## src/sv/pbas_pkg.sv

```systemverilog
// ----------------------------------------------------------------------------
// pbas_pkg: shared definitions for the packed bit array store
// Widths, sizes, per-width lookup tables and the queue entry type used by
// the front, the queue and the back of the store.
// ----------------------------------------------------------------------------
package pbas_pkg;

  // Sizes of the stored array.
  localparam int ENTRY_COUNT    = 4096;
  localparam int WORD_COUNT     = 1024;
  localparam int WORD_BITS      = 64;
  localparam int MAX_ENTRY_BITS = 16;

  // Field widths.
  localparam int IDX_W   = 12;
  localparam int VAL_W   = 16;
  localparam int CFG_W   = 5;
  localparam int WADDR_W = $clog2(WORD_COUNT);
  localparam int SLOT_W  = $clog2(WORD_BITS);
  localparam int OFF_W   = $clog2(WORD_BITS);

  // Entries per word go up to 64, which needs seven bits.
  localparam int PW_W = $clog2(WORD_BITS) + 1;

  // The word index is idx * RECIP >> RECIP_SHIFT. With a 20-bit shift the
  // quotient is exact for every 12-bit index and every divisor up to 64.
  localparam int RECIP_SHIFT = 20;
  localparam int RECIP_W     = 19;
  localparam int PROD_W      = IDX_W + RECIP_W;
  localparam int QUO_W       = PROD_W - RECIP_SHIFT;

  // Depth of the queue between front and back.
  localparam int QUEUE_DEPTH = 2;
  localparam int QPTR_W      = (QUEUE_DEPTH > 1) ? $clog2(QUEUE_DEPTH) : 1;
  localparam int QCNT_W      = $clog2(QUEUE_DEPTH + 1);

  // One classified access as it waits in the queue.
  typedef struct packed {
    logic               mode;
    logic               in_range;
    logic [WADDR_W-1:0] word;
    logic [SLOT_W-1:0]  slot;
    logic [VAL_W-1:0]   value;
  } item_t;

  // Access codes carried in the mode field.
  localparam logic MODE_READ  = 1'b0;
  localparam logic MODE_WRITE = 1'b1;

  // Clamp the programmed width into 1..MAX_ENTRY_BITS.
  function automatic logic [CFG_W-1:0] clamp_width(input logic [CFG_W-1:0] cfg);
    logic [CFG_W-1:0] w;
    w = cfg;
    if (w == '0) begin
      w = CFG_W'(1);
    end
    if (w > CFG_W'(MAX_ENTRY_BITS)) begin
      w = CFG_W'(MAX_ENTRY_BITS);
    end
    return w;
  endfunction

  // Entries held in one word for a given width.
  function automatic logic [PW_W-1:0] per_word(input logic [CFG_W-1:0] w);
    logic [PW_W-1:0] d;
    case (w)
      5'd1:    d = 7'd64;
      5'd2:    d = 7'd32;
      5'd3:    d = 7'd21;
      5'd4:    d = 7'd16;
      5'd5:    d = 7'd12;
      5'd6:    d = 7'd10;
      5'd7:    d = 7'd9;
      5'd8:    d = 7'd8;
      5'd9:    d = 7'd7;
      5'd10:   d = 7'd6;
      5'd11:   d = 7'd5;
      5'd12:   d = 7'd5;
      default: d = 7'd4;
    endcase
    return d;
  endfunction

  // Rounded-up reciprocal of per_word(w), scaled by 2**RECIP_SHIFT.
  function automatic logic [RECIP_W-1:0] recip(input logic [CFG_W-1:0] w);
    logic [RECIP_W-1:0] m;
    case (w)
      5'd1:    m = 19'd16384;
      5'd2:    m = 19'd32768;
      5'd3:    m = 19'd49933;
      5'd4:    m = 19'd65536;
      5'd5:    m = 19'd87382;
      5'd6:    m = 19'd104858;
      5'd7:    m = 19'd116509;
      5'd8:    m = 19'd131072;
      5'd9:    m = 19'd149797;
      5'd10:   m = 19'd174763;
      5'd11:   m = 19'd209716;
      5'd12:   m = 19'd209716;
      default: m = 19'd262144;
    endcase
    return m;
  endfunction

endpackage

```

## src/sv/pbas_front.sv

```systemverilog
// ----------------------------------------------------------------------------
// pbas_front: access intake and address split
// Takes one access word, splits the entry index into word address and slot
// within the word, and pushes it into the queue.
// ----------------------------------------------------------------------------
module pbas_front (
  input  logic                          clk,
  input  logic                          rst_n,
  input  logic [pbas_pkg::CFG_W-1:0]    width,
  input  logic                          busy,
  input  logic                          in_valid,
  output logic                          in_stall,
  input  logic                          in_mode,
  input  logic [pbas_pkg::IDX_W-1:0]    in_entry_index,
  input  logic [pbas_pkg::VAL_W-1:0]    in_write_value,
  input  logic                          q_full,
  output logic                          push,
  output pbas_pkg::item_t               push_item
);

  localparam int QD_W = pbas_pkg::QUO_W + pbas_pkg::PW_W;

  logic                         f1_valid_r, f1_valid_nxt;
  logic                         f1_mode_r;
  logic [pbas_pkg::IDX_W-1:0]   f1_idx_r;
  logic [pbas_pkg::VAL_W-1:0]   f1_val_r;
  logic [pbas_pkg::QUO_W-1:0]   f1_quo_r, f1_quo_nxt;
  logic [pbas_pkg::PROD_W-1:0]  quo_prod;
  logic [QD_W-1:0]              qd_prod;
  logic [QD_W-1:0]              rem;
  logic                         accept;

  // Input handshake: hold off during the clearing pass or when stage one is stuck.
  assign in_stall = busy || (f1_valid_r && q_full);
  assign accept   = in_valid && !in_stall;
  assign push     = f1_valid_r && !q_full;

  // Word address by multiplying with the scaled reciprocal of entries per word.
  assign quo_prod   = pbas_pkg::PROD_W'(in_entry_index)
                    * pbas_pkg::PROD_W'(pbas_pkg::recip(width));
  assign f1_quo_nxt = quo_prod[pbas_pkg::PROD_W-1:pbas_pkg::RECIP_SHIFT];

  // Stage one valid tracks accepted words until they reach the queue.
  always_comb begin
    f1_valid_nxt = f1_valid_r;
    if (accept) begin
      f1_valid_nxt = 1'b1;
    end else if (push) begin
      f1_valid_nxt = 1'b0;
    end
  end

  always_ff @(posedge clk) begin
    if (!rst_n) begin
      f1_valid_r <= 1'b0;
    end else begin
      f1_valid_r <= f1_valid_nxt;
    end
    if (accept) begin
      f1_mode_r <= in_mode;
      f1_idx_r  <= in_entry_index;
      f1_val_r  <= in_write_value;
      f1_quo_r  <= f1_quo_nxt;
    end
  end

  // Slot within the word is the remainder of the exact division.
  assign qd_prod = QD_W'(f1_quo_r) * QD_W'(pbas_pkg::per_word(width));
  assign rem     = QD_W'(f1_idx_r) - qd_prod;

  // Build the queue entry, flagging words beyond the array.
  always_comb begin
    push_item.mode     = f1_mode_r;
    push_item.in_range = (f1_quo_r < pbas_pkg::QUO_W'(pbas_pkg::WORD_COUNT));
    push_item.word     = pbas_pkg::WADDR_W'(f1_quo_r);
    push_item.slot     = pbas_pkg::SLOT_W'(rem);
    push_item.value    = f1_val_r;
  end

endmodule

```

## config.mk

```make
export PLATFORM = sky130hd
export DESIGN_NAME = pbas_front
export DESIGN_NICKNAME = d
export VERILOG_FILES = /design/src/sv/pbas_pkg.sv /design/src/sv/pbas_front.sv
export SDC_FILE = /design/constraint.sdc
export NUM_CORES = 1
export LEC_CHECK = 0
export BUFFER_PORTS_ARGS = -buffer_cell sky130_fd_sc_hd__buf_2
export CAP_MARGIN = 20
export CELL_PAD_IN_SITES_DETAIL_PLACEMENT = 0
export CELL_PAD_IN_SITES_GLOBAL_PLACEMENT = 2
export CORE_MARGIN = 2
export CORE_UTILIZATION = 35
export DETAILED_ROUTE_END_ITERATION = 10
export PLACE_DENSITY_LB_ADDON = 0.1
export SETUP_SLACK_MARGIN = 0.05
export SYNTH_ARGS = -nofsm -noshare
export SYNTH_HDL_FRONTEND = slang
export SYNTH_SLANG_ARGS = --single-unit
```

## constraint.sdc

```tcl
create_clock -name clk -period 17.5 [get_ports clk]
set_input_delay 1.75 -clock clk [delete_from_list [all_inputs] [get_ports clk]]
set_output_delay 1.75 -clock clk [all_outputs]
set_load 0.05 [all_outputs]
```

==> flow_metrics.env, run 1 <==
export IMPL_antenna_cells=0
export IMPL_detailroute_via_count=6555
export IMPL_status="finished, final reports clean"
export IMPL_timing_max_cap_violations=0
export IMPL_grt_total_usage_pct=20.3
export IMPL_clock_path_buffers=2
export IMPL_class_of_the_most_critical_setup_path="in -> reg"
export IMPL_crit_path_start_kind="input pin"
export IMPL_total_power_mw=0.682
export IMPL_worst_setup_path_startpoint="width[1]"
export IMPL_layout_cells_most_common_list="223 x inv_1, 175 x fa_1, 167 x nand2_1"
export IMPL_synth_cell_types=58
export IMPL_cts_tree="done"
export IMPL_timing_final_max_slew_violations=0
export IMPL_netlist_instances=1006
export IMPL_synth_xor_area_share_pct=2.50
export IMPL_power_leakage_nw=4.95
export IMPL_drive_gt1_share_pct=10.2
export IMPL_grt_start_max_net_pins=26
export IMPL_fmax_mhz=122
export IMPL_setup_violations=0
export IMPL_final_hold_violation_count=0
export IMPL_hp_class="reg -> reg"
export IMPL_htree_num_levels=2
export IMPL_clk_insertion_delay_late_ps=290
export IMPL_gp_congestion=0.756
export IMPL_viasPerCell=4.75
export IMPL_synth_area_leader="fa_1"
export IMPL_synth_compound_area_share_pct=6.90
export IMPL_yosys_area_top_type_share_pct=38.5
export IMPL_timing_worst_slew_pin_value_ps=1040
export IMPL_synth_simple_gate_area_share_pct=16.8
export IMPL_path_max_fanout=12
export IMPL_synth_net_count=1305
export IMPL_die_x_um=165
export IMPL_crit_arrival_ps=8260
export IMPL_cts_made_buffers=5
export IMPL_ctsRootBufferMaster="clkbuf_16"
export IMPL_postSynthAreaPerCell_um2=9.05
export IMPL_critPathCaptureType="register"
export IMPL_synth_edff_count=34
export IMPL_detailedPlacementHpwl_um=20600
export IMPL_post_synthesis_sequential_area_ratio_pct=11.4
export IMPL_chipHeight_um=165
export IMPL_place_ws_ps=8570
export IMPL_grt_first_pass_wirelength_um=41400
export IMPL_r2r_cells=3
export IMPL_synth_top_cells_by_area="fa_1 38%, ha_1 12%, edfxtp_1 11%"
export IMPL_timing_rr_start="f1_valid_r"
export IMPL_area_growth_pct=8.44
export IMPL_worstSetupEndpoint="f1_quo_r[10]"
export IMPL_max_slew_margin_pct=30.6
export IMPL_fp_coreArea_um2=25800
export IMPL_io_pins=75
export IMPL_overflow=0
export IMPL_rows=59
export IMPL_route_final_wire_length_um=25600
export IMPL_cp_required_ps=17550
export IMPL_timing_setup_tns_ps=0
export IMPL_buffer_ports_inserted=74
export IMPL_post_synth_mux_area_share_pct=0.220
export IMPL_cts_sinks=35
export IMPL_post_route_min_period_ps=8210
export IMPL_post_synth_instance_area_um2=9110
export IMPL_first_global_vias=7221
export IMPL_synth_top_flop_cell="edfxtp_1"
export IMPL_worst_r2r_setup_slack_ps=15720
export IMPL_rr_endpoint="f1_val_r[12]"
export IMPL_floorplan_die_area_um2=27300
export IMPL_postCtsSetupBuffers=0
export IMPL_drtPass1Iterations=4
export IMPL_power_density_cell_area_nw_per_um2=69.0
export IMPL_synth_seq_cells=35
export IMPL_floorplan_initialDensity_pct=35.2
export IMPL_first_iter_violations=305
export IMPL_detail_route_antenna_nets=0
export IMPL_ir_worst_vdd_uv=125
export IMPL_clkSlewWorstSetupHoldPaths_ps=70
export IMPL_final_min_period_over_clock_period_pct=46.9
export IMPL_synth_yosys_warnings=0
export IMPL_layout_commonest_cell="inv_1"
export IMPL_post_cts_resize_count=0
export IMPL_holdBufCountCts=0
export IMPL_synth_adder_area_share_pct=50.1
export IMPL_detail_route_wl_per_cell_um=18.6
export IMPL_final_core_utilization_pct=38.2
export IMPL_dominant_combinational_cell_family_by_area_after_synthesis="adder cells"
export IMPL_route_detailed_drc=0
export IMPL_postSynth_asyncResetShare_pct=0
export IMPL_setup_skew_ps=8.52
export IMPL_rsz0062_at_grt="false"
export IMPL_grt_antenna_before_repair=0
export IMPL_layout_setup_ws_ps=9290
export IMPL_fin_nets=1342
cells by family (layout without fill, tap and decap cells):
group	Yosys count	in the layout
compound gates	84	84
xor+xnor	26	26
fa+ha+maj	260	260
buf+inv	277	315
flops	35	35
mux	2	2
simple gates	322	322
registers in the layout, summed over array words and instances, names as in the netlist:
| name | count |
|---|---|
| f1_val_r | 16 |
| f1_quo_r | 11 |
| f1_idx_r | 6 |
| f1_valid_r | 1 |
| f1_mode_r | 1 |
how the worst min path moves through the flow:
stage          startpoint         end  depth (start not counted)
2_1_floorplan  f1_valid_r  f1_valid_r                          2
3_3_place_gp   f1_valid_r  f1_valid_r                          2
3_5_place_dp   f1_valid_r  f1_valid_r                          2
4_1_cts        f1_valid_r  f1_valid_r                          2
5_1_grt        f1_valid_r  f1_valid_r                          2
6_report       f1_valid_r  f1_valid_r                          2
area by class of cell:
cell class              instances  area, um2
multi-input cells             694       6980
fillers                      2731      16000
inverters                     223        837
clock buffers                   5        125
clock inverters                 3       23.8
well taps                     335        419
flip-flops and latches         35       1040
repair buffers                 84        453
per-layer routing:
metal / track usage (%) / wire length, um
met1: 29.3 / 12400
met2: 33.7 / 11900
met3: 2.42 / 1210
met4: 2.35 / 208
met5: 0 / 0
Yosys cell counts, types with 7 or more instances:
cell type  count
inv_1        223
fa_1         175
nand2_1      167
ha_1          85
and2_1        74
edfxtp_1      34
clkbuf_1      33
nor2_1        27
a21oi_1       25
xnor2_1       20
nand3_1       14
a21o_1        11
buf_4         11
o21ai_0        8
and3_1         7
nand2b_1       7
nor2b_1        7
critical path, cell delays in order:
cell	delay [ps]
buf_2	150
ha_1	240
nor2b_1	280
a21o_1	180
a21oi_1	80
nor2_1	450
o21a_1	560
nand2_1	160
fa_1	550
inv_1	50
fa_1	560
fa_1	460
fa_1	510
inv_1	50
fa_1	480
inv_1	50
ha_1	320
a21oi_1	140
nand2_1	60
a221o_1	390
o211ai_1	240
nor2_1	70
o41a_1	330
xnor2_1	130
report_power, final:
| part | switching [mW] | internal, mW | leakage [nW] |
|---|---|---|---|
| logic | 0.308 | 0.166 | 4.55 |
| registers | 0.00688 | 0.105 | 0.326 |
| clock network | 0.0416 | 0.0534 | 0.0664 |
metrics by stage:
step | instance area, um2 | instances | hold slack, ps
5_1_grt | 9880 | 1379 | 600
4_1_cts | 9860 | 1378 | 527
3_5_place_dp | 9720 | 1370 | 520
3_3_place_gp | 9700 | 1369 | 512
6_report | 9880 | 1379 | 528
2_1_floorplan | 9110 | 1006 | 493
Power figures use the tool's default switching activity.
==> run 2: changes to the inputs <==
- ABC_AREA: unset -> 1
- CORE_UTILIZATION: 35 -> 34
- clock period: 17.5 -> 7.51 ns (I/O delays scaled with it)
==> run 2 against run 1 <==
  * Synthesized cell count grew 19%
  * Total power grew to 3.2 times the previous value
  * Critical path depth grew 6
  * Clock power grew to 2.6 times the previous value
  * Sequential share of layout area shrank 0.58 points
  * Global-route usage grew 0.99 points
  * Via count grew 14%
==> flow_metrics.env, run 2 <==
export IMPL_status="finished, final reports clean"
export IMPL_rows=61
export IMPL_floorplan_die_area_um2=29400
export IMPL_cts_sinks=35
export IMPL_drive_gt1_share_pct=9.87
export IMPL_synth_edff_count=34
export IMPL_cp_slowest_stage_delay_ps=550
export IMPL_viasPerCell=4.59
export IMPL_largest_reg_flops=16
export IMPL_timing_max_cap_violations=0
export IMPL_first_global_vias=8160
export IMPL_layout_cells_most_common_list="303 x inv_1, 273 x nand2_1, 175 x fa_1"
export IMPL_grt_start_max_net_pins=35
export IMPL_max_slew_margin_pct=59.8
export IMPL_switching_share_pct=56.8
export IMPL_timing_final_max_slew_violations=0
export IMPL_layout_commonest_cell="inv_1"
export IMPL_cts_tree="done"
export IMPL_htree_num_levels=2
export IMPL_grt_first_pass_wirelength_um=47300
export IMPL_power_leakage_nw=5.56
export IMPL_fp_coreArea_um2=27700
export IMPL_hp_class="reg -> reg"
export IMPL_fin_nets=1554
export IMPL_crit_path_start_kind="input pin"
export IMPL_final_design_area_no_fill_um2=10400
export IMPL_ctsRootBufferMaster="clkbuf_16"
export IMPL_r2r_cells=4
export IMPL_netlist_instances=1198
export IMPL_synth_seq_cells=35
export IMPL_chipHeight_um=171
export IMPL_area_growth_pct=9.59
export IMPL_cts_made_buffers=5
export IMPL_synth_net_count=1497
export IMPL_clkSlewWorstSetupHoldPaths_ps=60
export IMPL_whs_path_depth=4
export IMPL_postCtsSetupBuffers=0
export IMPL_class_of_the_most_critical_setup_path="in -> reg"
export IMPL_post_cts_resize_count=0
export IMPL_timing_setup_tns_ps=0
export IMPL_synth_area_leader="fa_1"
export IMPL_rsz0062_at_grt="false"
export IMPL_cp_required_ps=7560
export IMPL_final_hold_violation_count=0
export IMPL_switching_pwr_mw=1.26
export IMPL_power_combinational_fraction_pct=75.7
export IMPL_drtPass1Iterations=5
export IMPL_postSynth_asyncResetShare_pct=0
export IMPL_gp_congestion=0.848
export IMPL_route_detailed_drc=0
export IMPL_critPathCaptureType="register"
export IMPL_route_final_wire_length_um=29100
export IMPL_detail_route_antenna_nets=0
export IMPL_largest_register="f1_val_r"
export IMPL_final_core_utilization_pct=37.7
export IMPL_detail_route_wl_per_cell_um=17.8
export IMPL_critical_path_top_cell_by_count="inv_1"
export IMPL_io_pins=75
export IMPL_final_min_period_over_clock_period_pct=87.5
export IMPL_grt_total_usage_pct=21.3
export IMPL_fmax_mhz=152
export IMPL_first_iter_violations=412
export IMPL_ys_top_cells_by_count="303 x inv_1, 273 x nand2_1, 175 x fa_1"
export IMPL_synth_top_cells_by_area="fa_1 37%, inv_1 12%, ha_1 11%"
export IMPL_postSynthAreaPerCell_um2=7.96
export IMPL_holdBufCountCts=0
export IMPL_setup_violations=0
export IMPL_detailroute_via_count=7504
export IMPL_clk_insertion_delay_late_ps=290
export IMPL_post_route_min_period_ps=6570
export IMPL_post_synth_instance_area_um2=9530
export IMPL_buffer_ports_inserted=74
export IMPL_die_x_um=171
export IMPL_seqPwrFrac_pct=12.9
export IMPL_synth_yosys_warnings=0
export IMPL_grt_antenna_before_repair=0
export IMPL_crit_arrival_ps=6620
export IMPL_yosys_area_top_type_share_pct=36.7
export IMPL_crit_path_top_delay_cell="fa_1"
export IMPL_post_synthesis_sequential_area_ratio_pct=10.9
export IMPL_internal_power_mw=0.955
export IMPL_clock_path_buffers=2
export IMPL_holdWs_ps=559
export IMPL_detailedPlacementHpwl_um=24800
export IMPL_overflow=0
export IMPL_largest_regs="f1_val_r (16), f1_quo_r (11), f1_idx_r (6)"
export IMPL_synth_cell_types=48
export IMPL_ir_worst_vdd_uv=148
export IMPL_timing_worst_slew_pin_value_ps=603
export IMPL_placement_cell_area_um2=10300
export IMPL_path_max_fanout=9
export IMPL_post_synth_top_count_cell="inv_1"
export IMPL_setup_skew_ps=9.10
export IMPL_floorplan_initialDensity_pct=34.4
export IMPL_clockPowerShare_pct=11.3
export IMPL_power_density_cell_area_nw_per_um2=212
export IMPL_synth_top_flop_cell="edfxtp_1"
-- run 2: cell types whose count changed in the layout (fill, tap and decap cells not counted), sizes merged, moves of 7 or more --
cell	delta
a31oi	+7
inv	+89
nand2b	-7
nand2	+117
nor2b	-7
and2	-74
o21ai	+10
nor2	+97
xnor2	-16
-- run 2: stage by stage --
stage / setup WS, ps / std cells / power, mW
5_1_grt: 420 / 1634 / 2.49
4_1_cts: 842 / 1633 / 2.25
2_1_floorplan: 1520 / 1198 / 1.51
6_report: 940 / 1635 / 2.21
3_5_place_dp: 562 / 1625 / 1.98
3_3_place_gp: 463 / 1625 / 2.00
-- run 2: cell type report --
class,instances,area (um2)
multi-input combinational,813,7110
clock buffer,5,125
tap,378,473
clock inverter,3,47.5
fill,2978,17300
timing repair buffer,84,458
antenna,1,2.50
sequential,35,1040
inverter,316,1190
-- run 2: path summary, 6_finish.rpt --
kind              slack (ps)        from            to
setup reg to reg        6180  f1_valid_r  f1_val_r[11]
hold / removal           560  f1_valid_r    f1_valid_r
setup / recovery         940    width[0]  f1_quo_r[10]
hold reg to reg          560  f1_valid_r    f1_valid_r
-- run 2: critical path, delay by kind of cell --
kind	cells	cell delay, ps
AOI/OAI and AO/OA	5	800
and+or+nand+nor	9	1190
adders and majority gates	7	2860
buffers and inverters	9	1010
-- run 2: logic make-up after synthesis --
group                    share of synthesized area [%]
flip-flops                                        10.9
adder cells (fa/ha/maj)                           47.9
AO/OA/AOI/OAI                                     5.51
buffers and inverters                             14.6
AND/OR/NAND/NOR                                   19.6
XOR/XNOR                                          1.47
-- run 2: metal layers --
metal | up-vias | GRT usage [%] | share of wire (%)
li1 | 3642 | - | -
met1 | 3687 | 32.5 | 50
met2 | 143 | 33.3 | 45
met3 | 32 | 1.68 | 3.6
met4 | 0 | 3.46 | 1.7
met5 | - | 0 | 0
-- run 2: power by group through the flow --
stage                     sequential [mW]  clock [mW]  combinational [mW]
after floorplan                     0.284           0                1.23
after detailed placement            0.291           0                1.69
after CTS                           0.287       0.257                1.71
after global placement              0.291           0                1.71
final                               0.286       0.250                1.68
after global routing                0.289       0.265                1.93
