`config.mk`:
```
export PLATFORM = sky130hd
export DESIGN_NAME = pbas_queue
export DESIGN_NICKNAME = d
export VERILOG_FILES = /design/src/sv/pbas_pkg.sv /design/src/sv/pbas_queue.sv
export SDC_FILE = /design/constraint.sdc
export NUM_CORES = 1
export LEC_CHECK = 0
export ABC_AREA = 1
export BUFFER_PORTS_ARGS = -buffer_cell sky130_fd_sc_hd__buf_4
export CORE_UTILIZATION = 25
export CTS_BUF_LIST = sky130_fd_sc_hd__clkbuf_16
export DETAILED_ROUTE_END_ITERATION = 6
export GPL_ROUTABILITY_DRIVEN = 0
export PLACE_DENSITY = 0.46
export SLEW_MARGIN = 5
export SYNTH_ARGS = -nofsm -noshare
export SYNTH_HDL_FRONTEND = slang
export SYNTH_SLANG_ARGS = --single-unit
```
`constraint.sdc`:
```
create_clock -name clk -period 2.2 [get_ports clk]
set_input_delay 0.44 -clock clk [delete_from_list [all_inputs] [get_ports clk]]
set_output_delay 0.44 -clock clk [all_outputs]
set_load 0.05 [all_outputs]
```
`src/sv/pbas_pkg.sv`:
```
// ----------------------------------------------------------------------------
// pbas_pkg: shared definitions for the packed bit array store
// Widths, sizes, per-width lookup tables and the queue entry type used by
// the front, the queue and the back of the store.
// ----------------------------------------------------------------------------
package pbas_pkg;

  // Sizes of the stored array.
  localparam int ENTRY_COUNT    = 4096;
  localparam int WORD_COUNT     = 1024;
  localparam int WORD_BITS      = 64;
  localparam int MAX_ENTRY_BITS = 16;

  // Field widths.
  localparam int IDX_W   = 12;
  localparam int VAL_W   = 16;
  localparam int CFG_W   = 5;
  localparam int WADDR_W = $clog2(WORD_COUNT);
  localparam int SLOT_W  = $clog2(WORD_BITS);
  localparam int OFF_W   = $clog2(WORD_BITS);

  // Entries per word go up to 64, which needs seven bits.
  localparam int PW_W = $clog2(WORD_BITS) + 1;

  // The word index is idx * RECIP >> RECIP_SHIFT. With a 20-bit shift the
  // quotient is exact for every 12-bit index and every divisor up to 64.
  localparam int RECIP_SHIFT = 20;
  localparam int RECIP_W     = 19;
  localparam int PROD_W      = IDX_W + RECIP_W;
  localparam int QUO_W       = PROD_W - RECIP_SHIFT;

  // Depth of the queue between front and back.
  localparam int QUEUE_DEPTH = 2;
  localparam int QPTR_W      = (QUEUE_DEPTH > 1) ? $clog2(QUEUE_DEPTH) : 1;
  localparam int QCNT_W      = $clog2(QUEUE_DEPTH + 1);

  // One classified access as it waits in the queue.
  typedef struct packed {
    logic               mode;
    logic               in_range;
    logic [WADDR_W-1:0] word;
    logic [SLOT_W-1:0]  slot;
    logic [VAL_W-1:0]   value;
  } item_t;

  // Access codes carried in the mode field.
  localparam logic MODE_READ  = 1'b0;
  localparam logic MODE_WRITE = 1'b1;

  // Clamp the programmed width into 1..MAX_ENTRY_BITS.
  function automatic logic [CFG_W-1:0] clamp_width(input logic [CFG_W-1:0] cfg);
    logic [CFG_W-1:0] w;
    w = cfg;
    if (w == '0) begin
      w = CFG_W'(1);
    end
    if (w > CFG_W'(MAX_ENTRY_BITS)) begin
      w = CFG_W'(MAX_ENTRY_BITS);
    end
    return w;
  endfunction

  // Entries held in one word for a given width.
  function automatic logic [PW_W-1:0] per_word(input logic [CFG_W-1:0] w);
    logic [PW_W-1:0] d;
    case (w)
      5'd1:    d = 7'd64;
      5'd2:    d = 7'd32;
      5'd3:    d = 7'd21;
      5'd4:    d = 7'd16;
      5'd5:    d = 7'd12;
      5'd6:    d = 7'd10;
      5'd7:    d = 7'd9;
      5'd8:    d = 7'd8;
      5'd9:    d = 7'd7;
      5'd10:   d = 7'd6;
      5'd11:   d = 7'd5;
      5'd12:   d = 7'd5;
      default: d = 7'd4;
    endcase
    return d;
  endfunction

  // Rounded-up reciprocal of per_word(w), scaled by 2**RECIP_SHIFT.
  function automatic logic [RECIP_W-1:0] recip(input logic [CFG_W-1:0] w);
    logic [RECIP_W-1:0] m;
    case (w)
      5'd1:    m = 19'd16384;
      5'd2:    m = 19'd32768;
      5'd3:    m = 19'd49933;
      5'd4:    m = 19'd65536;
      5'd5:    m = 19'd87382;
      5'd6:    m = 19'd104858;
      5'd7:    m = 19'd116509;
      5'd8:    m = 19'd131072;
      5'd9:    m = 19'd149797;
      5'd10:   m = 19'd174763;
      5'd11:   m = 19'd209716;
      5'd12:   m = 19'd209716;
      default: m = 19'd262144;
    endcase
    return m;
  endfunction

endpackage

```
`src/sv/pbas_queue.sv`:
```
// ----------------------------------------------------------------------------
// pbas_queue: small queue between front and back
// Holds classified accesses so that intake and memory work stall on their own.
// ----------------------------------------------------------------------------
module pbas_queue (
  input  logic             clk,
  input  logic             rst_n,
  input  logic             push,
  input  pbas_pkg::item_t  push_item,
  output logic             full,
  input  logic             pop,
  output logic             head_valid,
  output pbas_pkg::item_t  head_item
);

  pbas_pkg::item_t                 entries_r [pbas_pkg::QUEUE_DEPTH];
  logic [pbas_pkg::QPTR_W-1:0]     wr_ptr_r, wr_ptr_nxt;
  logic [pbas_pkg::QPTR_W-1:0]     rd_ptr_r, rd_ptr_nxt;
  logic [pbas_pkg::QCNT_W-1:0]     count_r, count_nxt;

  assign full       = (count_r == pbas_pkg::QCNT_W'(pbas_pkg::QUEUE_DEPTH));
  assign head_valid = (count_r != '0);
  assign head_item  = entries_r[rd_ptr_r];

  // Pointer and fill count update.
  always_comb begin
    wr_ptr_nxt = wr_ptr_r;
    rd_ptr_nxt = rd_ptr_r;
    count_nxt  = count_r;
    if (push) begin
      if (wr_ptr_r == pbas_pkg::QPTR_W'(pbas_pkg::QUEUE_DEPTH - 1)) begin
        wr_ptr_nxt = '0;
      end else begin
        wr_ptr_nxt = wr_ptr_r + 1'b1;
      end
    end
    if (pop) begin
      if (rd_ptr_r == pbas_pkg::QPTR_W'(pbas_pkg::QUEUE_DEPTH - 1)) begin
        rd_ptr_nxt = '0;
      end else begin
        rd_ptr_nxt = rd_ptr_r + 1'b1;
      end
    end
    if (push && !pop) begin
      count_nxt = count_r + 1'b1;
    end else if (pop && !push) begin
      count_nxt = count_r - 1'b1;
    end
  end

  always_ff @(posedge clk) begin
    if (!rst_n) begin
      wr_ptr_r <= '0;
      rd_ptr_r <= '0;
      count_r  <= '0;
    end else begin
      wr_ptr_r <= wr_ptr_nxt;
      rd_ptr_r <= rd_ptr_nxt;
      count_r  <= count_nxt;
    end
  end

  // Entry storage.
  always_ff @(posedge clk) begin
    if (push) begin
      entries_r[wr_ptr_r] <= push_item;
    end
  end

`ifndef SYNTHESIS
  // The front never pushes into a full queue.
  a_no_overflow: assert property (@(posedge clk) disable iff (!rst_n)
    full |-> !push) else $error("queue push while full");

  // The back never pops an empty queue.
  a_no_underflow: assert property (@(posedge clk) disable iff (!rst_n)
    pop |-> head_valid) else $error("queue pop while empty");

  // The fill count stays within the depth.
  a_count_bound: assert property (@(posedge clk) disable iff (!rst_n)
    count_r <= pbas_pkg::QCNT_W'(pbas_pkg::QUEUE_DEPTH))
    else $error("queue count beyond depth");
`endif

endmodule

```
==> run summary, run 1 <==
worst-path fanout max -> 27
kind of critical path -> reg2out
reg-to-reg critical path endpoint -> entries_r[1][4]$_DFFE_PP_
vias in the first global route -> 1,550
Worst Hold Endpoint -> entries_r[1][18]$_DFFE_PP_
io pins -> 74
Layout Cells excl Fill -> 370
R2R cell count -> 3
share of layout cells above drive strength 1 -> 55.7%
clk slew on worst S/H paths -> 0.06 ns
reg-to-reg slack, setup -> 0.80 ns
Hold WS -> 0.297 ns
Switch Pwr -> 948 µW
hold-fix buffer count after cts -> 0
Rel. slew slack -> 71.2%
CTS Buffer Depth -> 2
share of power burned in registers -> 45.7%
Clock Skews -> 0.00924 ns
Initial Util -> 25.9%
row count -> 38
fin util -> 35.1%
via count -> 1,468
Combinational Power Share -> 16.5%
Slew @ Worst Pin -> 0.431 ns
die area -> 11,800 µm²
syn nets -> 180
first-pass GRT wire length -> 7790 µm
gr usage total -> 9.18%
Hold Fails Final Rpt -> 0
CP Launch Type -> register
P_leak -> 1.54 nW
core area -> 10,900 µm²
commonest non-fill, non-tap cell in the layout -> buf_4
final setup fails -> 0
worst vdd ir -> 307 µV
cell count after synthesis -> 141
Nets -> 264
number of remaining DRC errors -> 0
Reg area -> 2140 µm²
Pre-antenna DRT Iters -> 4
max cap viols -> 0
cell total after placement -> 354
Gates resized, CTS repair -> 0
Worst setup EP type -> primary output
most frequent cells in the layout -> buf_4 (74), edfxtp_1 (68), mux2_4 (30)
post-synth cell types -> 14
Seq/Total Area, Yosys -> 75.5%
CTS Sinks -> 73
final instance area -> 3840 µm²
Placed Area -> 3560 µm²
largest net degree at the start of global routing -> 35
hpwl dp -> 3350 µm
CP Data Required Time -> 1.76 ns
Post-Syn Area -> 2840 µm²
setup_tns -> 0 ns
overflow left after global routing -> 0
H-Tree Depth -> 3
P_int -> 2.60 mW
Power Density -> 924 nW/µm²
ANT nets after route -> 0
area grow syn2layout -> 35.5%
multi-input logic area -> 601 µm²
post-CTS setup buffer count -> 0
vias per cell -> 3.97
Mapped Avg Cell Area -> 20.1 µm²
TritonCTS clock tree -> built
initial antenna violation count -> 0
RSZ-0062 raised after global routing -> false
fin crit period -> 1.89 ns
Die Y -> 109 µm
outcome -> finished clean
Clock Latency Late Sink -> 0.32 ns
width of the die -> 109 µm
R2R Path Start -> wr_ptr_r$_SDFFE_PN0P_
IO buf count -> 73
final WL -> 5070 µm
# diodes -> 0
Slew Limit Fails -> 0
initial drt markers -> 36
fin crit share -> 86.1%
wire per inst -> 13.7 µm
CTS root buffer -> clkbuf_16
WHS Path Cells -> 1
Layout fillers -> 1,074
HP Class -> in2reg
TritonCTS Buffers -> 9
fmax -> 0.528 GHz
clock power share -> 37.8%
switch share -> 26.7%
arrival time at the worst endpoint -> 1.45 ns
Worst Min Path Start -> push_item[18]
register bit total from synthesis -> 73
yosys warns -> 0
==> through the flow <==
stage / power [mW] / setup WS (ns)
3_5_place_dp: 2.25 / 0.609
4_1_cts: 3.61 / 0.268
2_1_floorplan: 2.06 / 0.442
6_report: 3.55 / 0.306
5_1_grt: 3.70 / 0.239
3_3_place_gp: 2.24 / 0.601
==> Yosys cell counts <==
library cell  instances  area, µm²
nand2_1               9       33.8
o21ai_0               1       5.00
inv_1                 8       30.0
dfxtp_1               5        100
a21oi_1               1       5.00
nor2_1                8       30.0
nand3_1               1       5.00
mux2_4               30        450
buf_12                3       60.1
ha_1                  1       12.5
mux2_2                4       45.0
nand4_1               1       6.26
buf_6                 1       11.3
edfxtp_1             68       2040
==> worst max-delay path by stage <==
stage | start | slack [ns] | to
finish | register | 0.31 | head_item[14]
global route | register | 0.24 | head_item[14]
CTS | register | 0.27 | head_item[14]
detailed placement | push | 0.61 | entries_r[1][10]$_DFFE_PP_
global placement | push | 0.60 | entries_r[1][22]$_DFFE_PP_
floorplan | push | 0.44 | entries_r[0][0]$_DFFE_PP_
==> kinds of logic after synthesis <==
family,after synthesis,share of synthesized area [%]
simple gates,19,2.65
compound gates,2,0.353
mux,34,17.5
fa+ha+maj,1,0.441
flops,73,75.5
buf+inv,12,3.57
==> worst max-delay path, stage by stage (launching register included) <==
cell,delay [ns]
dfxtp_2,0.35
buf_12,0.23
mux2_2,0.36
buf_4,0.19
==> final cells by class <==
| cell class | count | area share [%] |
|---|---|---|
| clock buffer | 9 | 5.86 |
| timing repair buffer | 77 | 16.0 |
| tap | 140 | 4.56 |
| clock inverter | 7 | 1.40 |
| sequential | 73 | 55.8 |
| inverter | 8 | 0.781 |
| multi-input combinational | 56 | 15.6 |
==> routing by layer <==
| metal | track usage, % | up-vias | part of all wire (%) |
|---|---|---|---|
| met3 | 2.59 | 5 | 5.3 |
| met1 | 10.6 | 724 | 41 |
| met4 | 4.05 | 0 | 0.53 |
| met5 | 0 | - | 0 |
| met2 | 15.8 | 42 | 53 |
| li1 | - | 697 | - |
==> registers in the layout (all words and copies together), names as in the netlist, named ones only <==
signal     cells
rd_ptr_r       1
wr_ptr_r       1
entries_r     68
count_r        2
==> power groups by stage <==
stage | registers (mW) | clock network (mW) | logic, mW
final | 1.62 | 1.34 | 0.585
after global routing | 1.63 | 1.45 | 0.618
after CTS | 1.62 | 1.39 | 0.598
after detailed placement | 1.65 | 0 | 0.595
after global placement | 1.65 | 0 | 0.593
after floorplan | 1.65 | 0 | 0.415
Power figures use the tool's default switching activity.
==> run 2: changes to the inputs <==
RECOVER_POWER = 100   (was default)
==> run 2 against run 1 <==
Compared with the run above: non-clock buffer count stayed put; routed wire length is 0.93% lower; worst setup slack worse by 0.11 ns; global-route usage stayed put; combinational power is 9.6% lower; largest power group unchanged; sequential share of layout area is 2.4 points higher; maximum frequency is 5.4% lower; register-to-register slack worse by 0.45 ns; sequential power hardly changed; critical endpoint is now head_item[33]; core utilization is 1.4 points lower; die area stayed put.
==> run summary, run 2 (same netlist as run 1, synthesis figures left out) <==
commonest non-fill, non-tap cell in the layout -> edfxtp_1 (was buf_4)
cell total after placement -> 354 (unchanged)
CTS Buffer Depth -> 2 (unchanged)
initial drt markers -> 38 (was 36)
first-pass GRT wire length -> 7790 µm (unchanged)
TritonCTS Buffers -> 9 (unchanged)
Combinational Power Share -> 15.1% (was 16.5%)
Clock Skews -> 0.00903 ns (was 0.00924 ns)
fin crit share -> 91.0% (was 86.1%)
max reg flops -> 68 (unchanged)
fin crit period -> 2.00 ns (was 1.89 ns)
TritonCTS clock tree -> built (unchanged)
share of power burned in registers -> 46.5% (was 45.7%)
final WL -> 5020 µm (was 5070 µm)
gr usage total -> 9.18% (unchanged)
initial antenna violation count -> 0 (unchanged)
vias per cell -> 3.97 (about the same)
Slew @ Worst Pin -> 0.970 ns (was 0.431 ns)
P_leak -> 1.45 nW (was 1.54 nW)
die area -> 11,800 µm² (unchanged)
Pre-antenna DRT Iters -> 5 (was 4)
reg-to-reg critical path endpoint -> entries_r[1][9]$_DFFE_PP_ (was entries_r[1][4]$_DFFE_PP_)
row count -> 38 (unchanged)
RSZ-0062 raised after global routing -> false (unchanged)
Rel. slew slack -> 35.3% (was 71.2%)
setup_tns -> 0 ns (unchanged)
share of layout cells above drive strength 1 -> 50.0% (was 55.7%)
kind of critical path -> reg2out (unchanged)
most frequent cells in the layout -> edfxtp_1 (68), mux2_4 (30), clkbuf_2 (30) (was buf_4 (74), edfxtp_1 (68), mux2_4 (30))
max cap viols -> 0 (unchanged)
CP Data Required Time -> 1.76 ns (about the same)
Layout Cells excl Fill -> 370 (unchanged)
worst-path fanout max -> 27 (unchanged)
hold-fix buffer count after cts -> 0 (unchanged)
number of remaining DRC errors -> 0 (unchanged)
post-CTS setup buffer count -> 0 (unchanged)
WHS Path Cells -> 1 (unchanged)
ANT nets after route -> 0 (unchanged)
P_int -> 2.55 mW (was 2.60 mW)
Die Y -> 109 µm (unchanged)
Worst setup EP type -> primary output (unchanged)
Gates resized, CTS repair -> 0 (unchanged)
# diodes -> 0 (unchanged)
largest net degree at the start of global routing -> 35 (unchanged)
reg-to-reg slack, setup -> 0.35 ns (was 0.80 ns)
Switch Pwr -> 944 µW (was 948 µW)
IO buf count -> 73 (unchanged)
clk slew on worst S/H paths -> 0.06 ns (about the same)
worst vdd ir -> 302 µV (was 307 µV)
core area -> 10,900 µm² (unchanged)
CTS root buffer -> clkbuf_16 (unchanged)
switch share -> 27.0% (was 26.7%)
Hold Fails Final Rpt -> 0 (unchanged)
wire per inst -> 13.6 µm (was 13.7 µm)
fmax -> 0.499 GHz (was 0.528 GHz)
final setup fails -> 0 (unchanged)
outcome -> finished clean (unchanged)
R2R Path Start -> wr_ptr_r$_SDFFE_PN0P_ (unchanged)
io pins -> 74 (unchanged)
hpwl dp -> 3350 µm (unchanged)
Initial Util -> 25.9% (unchanged)
R2R cell count -> 3 (unchanged)
Worst Min Path Start -> push_item[18] (unchanged)
CP Launch Type -> register (unchanged)
via count -> 1,469 (was 1,468)
overflow left after global routing -> 0 (unchanged)
width of the die -> 109 µm (unchanged)
Largest Register -> entries_r (unchanged)
Nets -> 264 (unchanged)
CTS Sinks -> 73 (unchanged)
Worst Hold Endpoint -> entries_r[1][18]$_DFFE_PP_ (unchanged)
Clock Latency Late Sink -> 0.32 ns (about the same)
Largest regs -> entries_r: 68 flops, count_r: 2 flops (unchanged)
Power Density -> 948 nW/µm² (was 924 nW/µm²)
Hold WS -> 0.321 ns (was 0.297 ns)
arrival time at the worst endpoint -> 1.56 ns (was 1.45 ns)
vias in the first global route -> 1,550 (unchanged)
clock power share -> 38.4% (was 37.8%)
area grow syn2layout -> 30.0% (was 35.5%)
Slew Limit Fails -> 0 (unchanged)
HP Class -> in2reg (unchanged)
H-Tree Depth -> 3 (unchanged)
[run 2: worst max path at each step]
stage                        start                         end  slack (ns)  cells after the start
final                     register               head_item[33]        0.20                      3
after global placement        push  entries_r[1][22]$_DFFE_PP_        0.60                      4
after CTS                 register               head_item[14]        0.27                      3
after detailed placement      push  entries_r[1][10]$_DFFE_PP_        0.61                      4
after floorplan               push   entries_r[0][0]$_DFFE_PP_        0.44                      2
after global routing      register               head_item[33]        0.13                      3
[run 2: per-layer routing]
metal,global-route usage [%],wire (µm),vias up
li1,-,-,695
met4,4.05,38,0
met3,2.59,247,6
met1,10.6,2100,724
met2,15.8,2640,44
met5,0,0,-
[run 2: worst max-delay path: stages, from the launching register on]
cell      delay (ns)
dfxtp_2         0.33
buf_6           0.32
mux2_4          0.35
clkbuf_2        0.24
[run 2: metrics by stage]
stage / worst slack (ns) / instance area (µm²) / power [mW] / utilization (%)
3_3_place_gp: 0.601 / 3560 / 2.24 / 32.6
6_report: 0.198 / 3690 / 3.50 / 33.7
4_1_cts: 0.268 / 3840 / 3.61 / 35.1
5_1_grt: 0.127 / 3690 / 3.64 / 33.7
3_5_place_dp: 0.609 / 3560 / 2.25 / 32.6
2_1_floorplan: 0.442 / 2840 / 2.06 / -
[run 2: power by group through the flow]
stage          combinational [mW]  clock (mW)  sequential [mW]
6_report                    0.529        1.34             1.62
5_1_grt                     0.561        1.45             1.63
4_1_cts                     0.598        1.39             1.62
3_5_place_dp                0.595           0             1.65
3_3_place_gp                0.593           0             1.65
2_1_floorplan               0.415           0             1.65
[run 2: cell type report]
cell class              instances  area, µm²
clock buffers                   9        225
clock inverters                 7       53.8
fillers                      1098       7250
inverters                       8       30.0
multi-input cells              56        601
flip-flops and latches         73       2140
well taps                     140        175
repair buffers                 77        458
==> run 3: changes to the inputs <==
BUFFER_PORTS_ARGS = -buffer_cell sky130_fd_sc_hd__buf_2   (was -buffer_cell sky130_fd_sc_hd__buf_4)
==> run 3 against run 2 <==
Compared with the run above: via count is 1.1% lower; clock power rose by 9.7%; die area unchanged; largest cell class unchanged; combinational power is 4.0% lower; power increased by 2.9%; critical path type unchanged; sequential share of layout area up 1.0 points; worst setup slack worse by 0.017 ns; hold slack worse by 0.021 ns; core utilization shrank 0.57 points.
==> run summary, run 3 (same netlist as run 1, synthesis figures left out) <==
vias in the first global route -> 1,531 (was 1,550)
hold-fix buffer count after cts -> 0 (unchanged)
Slew @ Worst Pin -> 0.972 ns (was 0.970 ns)
outcome -> finished clean (unchanged)
Gates resized, CTS repair -> 0 (unchanged)
wire per inst -> 13.1 µm (was 13.6 µm)
M2 GR Usage -> 15.1% (was 15.8%)
H-Tree Depth -> 3 (unchanged)
Hold Fails Final Rpt -> 0 (unchanged)
Clock Skews -> 0.0101 ns (was 0.00903 ns)
core area -> 10,900 µm² (unchanged)
ANT nets after route -> 0 (unchanged)
TritonCTS Buffers -> 9 (unchanged)
RSZ-0062 raised after global routing -> false (unchanged)
Power Density -> 993 nW/µm² (was 948 nW/µm²)
Clock Latency Late Sink -> 0.33 ns (was 0.32 ns)
area grow syn2layout -> 27.7% (was 30.0%)
overflow left after global routing -> 0 (unchanged)
Largest regs -> entries_r: 68 flops, count_r: 2 flops (unchanged)
HP Class -> in2reg (unchanged)
initial drt markers -> 34 (was 38)
max cap viols -> 0 (unchanged)
CTS root buffer -> clkbuf_16 (unchanged)
worst-path fanout max -> 27 (unchanged)
clk slew on worst S/H paths -> 0.06 ns (about the same)
TritonCTS clock tree -> built (unchanged)
# diodes -> 0 (unchanged)
final setup fails -> 0 (unchanged)
setup_tns -> 0 ns (unchanged)
Nets -> 264 (unchanged)
initial antenna violation count -> 0 (unchanged)
CTS Sinks -> 73 (unchanged)
Worst setup EP type -> primary output (unchanged)
post-CTS setup buffer count -> 0 (unchanged)
width of the die -> 109 µm (unchanged)
commonest non-fill, non-tap cell in the layout -> edfxtp_1 (unchanged)
worst vdd ir -> 407 µV (was 302 µV)
P_leak -> 1.43 nW (was 1.45 nW)
fin crit share -> 91.8% (was 91.0%)
final WL -> 4830 µm (was 5020 µm)
Largest Register -> entries_r (unchanged)
number of remaining DRC errors -> 0 (unchanged)
CTS Buffer Depth -> 2 (unchanged)
arrival time at the worst endpoint -> 1.58 ns (was 1.56 ns)
vias per cell -> 3.93 (was 3.97)
fmax -> 0.495 GHz (was 0.499 GHz)
largest net degree at the start of global routing -> 35 (unchanged)
final instance area -> 3620 µm² (was 3690 µm²)
first-pass GRT wire length -> 7670 µm (was 7790 µm)
Placed Area -> 3380 µm² (was 3560 µm²)
met3 global-route usage -> 3.07% (was 2.59%)
hpwl dp -> 3180 µm (was 3350 µm)
CP Data Required Time -> 1.76 ns (about the same)
row count -> 38 (unchanged)
max reg flops -> 68 (unchanged)
Rel. slew slack -> 35.2% (was 35.3%)
Die Y -> 109 µm (unchanged)
Hold WS -> 0.300 ns (was 0.321 ns)
via count -> 1,453 (was 1,469)
CP Launch Type -> register (unchanged)
Pre-antenna DRT Iters -> 3 (was 5)
gr busiest metal -> met2 (unchanged)
Slew Limit Fails -> 0 (unchanged)
Initial Util -> 25.9% (unchanged)
gr usage total -> 9.01% (was 9.18%)
die area -> 11,800 µm² (unchanged)
share of layout cells above drive strength 1 -> 48.3% (was 50.0%)
most frequent cells in the layout -> edfxtp_1 (68), mux2_4 (30), clkbuf_2 (30) (unchanged)
io pins -> 74 (unchanged)
kind of critical path -> reg2out (unchanged)
fin crit period -> 2.02 ns (was 2.00 ns)
IO buf count -> 73 (unchanged)
fin util -> 33.1% (was 33.7%)
met1 Track Usage GR -> 10.4% (was 10.6%)
## run 3: cell types whose count changed in the layout (fill, tap and decap cells not counted)
cell and change:
buf_2 +29, clkbuf_4 -24, buf_4 -9, clkbuf_1 +4, bufinv_16 +1, clkinvlp_4 -1, inv_6 -1, inv_8 +1
## run 3: cell type report
| class | count | area, µm² |
|---|---|---|
| multi-input combinational | 56 | 601 |
| tap | 140 | 175 |
| fill | 1100 | 7310 |
| inverter | 8 | 30.0 |
| clock buffer | 9 | 225 |
| clock inverter | 7 | 78.8 |
| sequential | 73 | 2140 |
| timing repair buffer | 77 | 370 |
## run 3: stage by stage
stage	cells	total power, mW	worst slack, ns
2_1_floorplan	141	2.06	0.442
3_3_place_gp	354	2.18	0.627
3_5_place_dp	354	2.19	0.623
4_1_cts	370	3.68	0.266
5_1_grt	370	3.75	0.119
6_report	370	3.60	0.181
## run 3: per-layer routing
| metal | up-vias | part of all wire, % |
|---|---|---|
| met2 | 45 | 51 |
| met4 | 0 | 0.99 |
| li1 | 696 | - |
| met3 | 6 | 5.9 |
| met5 | - | 0 |
| met1 | 706 | 42 |
## run 3: report_power, final
group	switching [mW]	total, mW	internal (mW)
Clock	0.575	1.47	0.891
Sequential	0.0193	1.62	1.60
Combinational	0.351	0.508	0.157
## run 3: final timing paths
| path | from | end | slack, ns | depth (start not counted) |
|---|---|---|---|---|
| min reg2reg | rd_ptr_r$_SDFFE_PN0P_ | register | 0.50 | 2 |
| min | push_item[14] | entries_r[1][14]$_DFFE_PP_ | 0.30 | 1 |
| max | register | head_item[33] | 0.18 | 3 |
| max reg2reg | wr_ptr_r$_SDFFE_PN0P_ | entries_r[1][4]$_DFFE_PP_ | 0.55 | 3 |
## run 3: critical path, stage by stage (launching register included)
cell	delay (ns)
dfxtp_2	0.33
buf_6	0.31
mux2_4	0.35
clkbuf_2	0.24
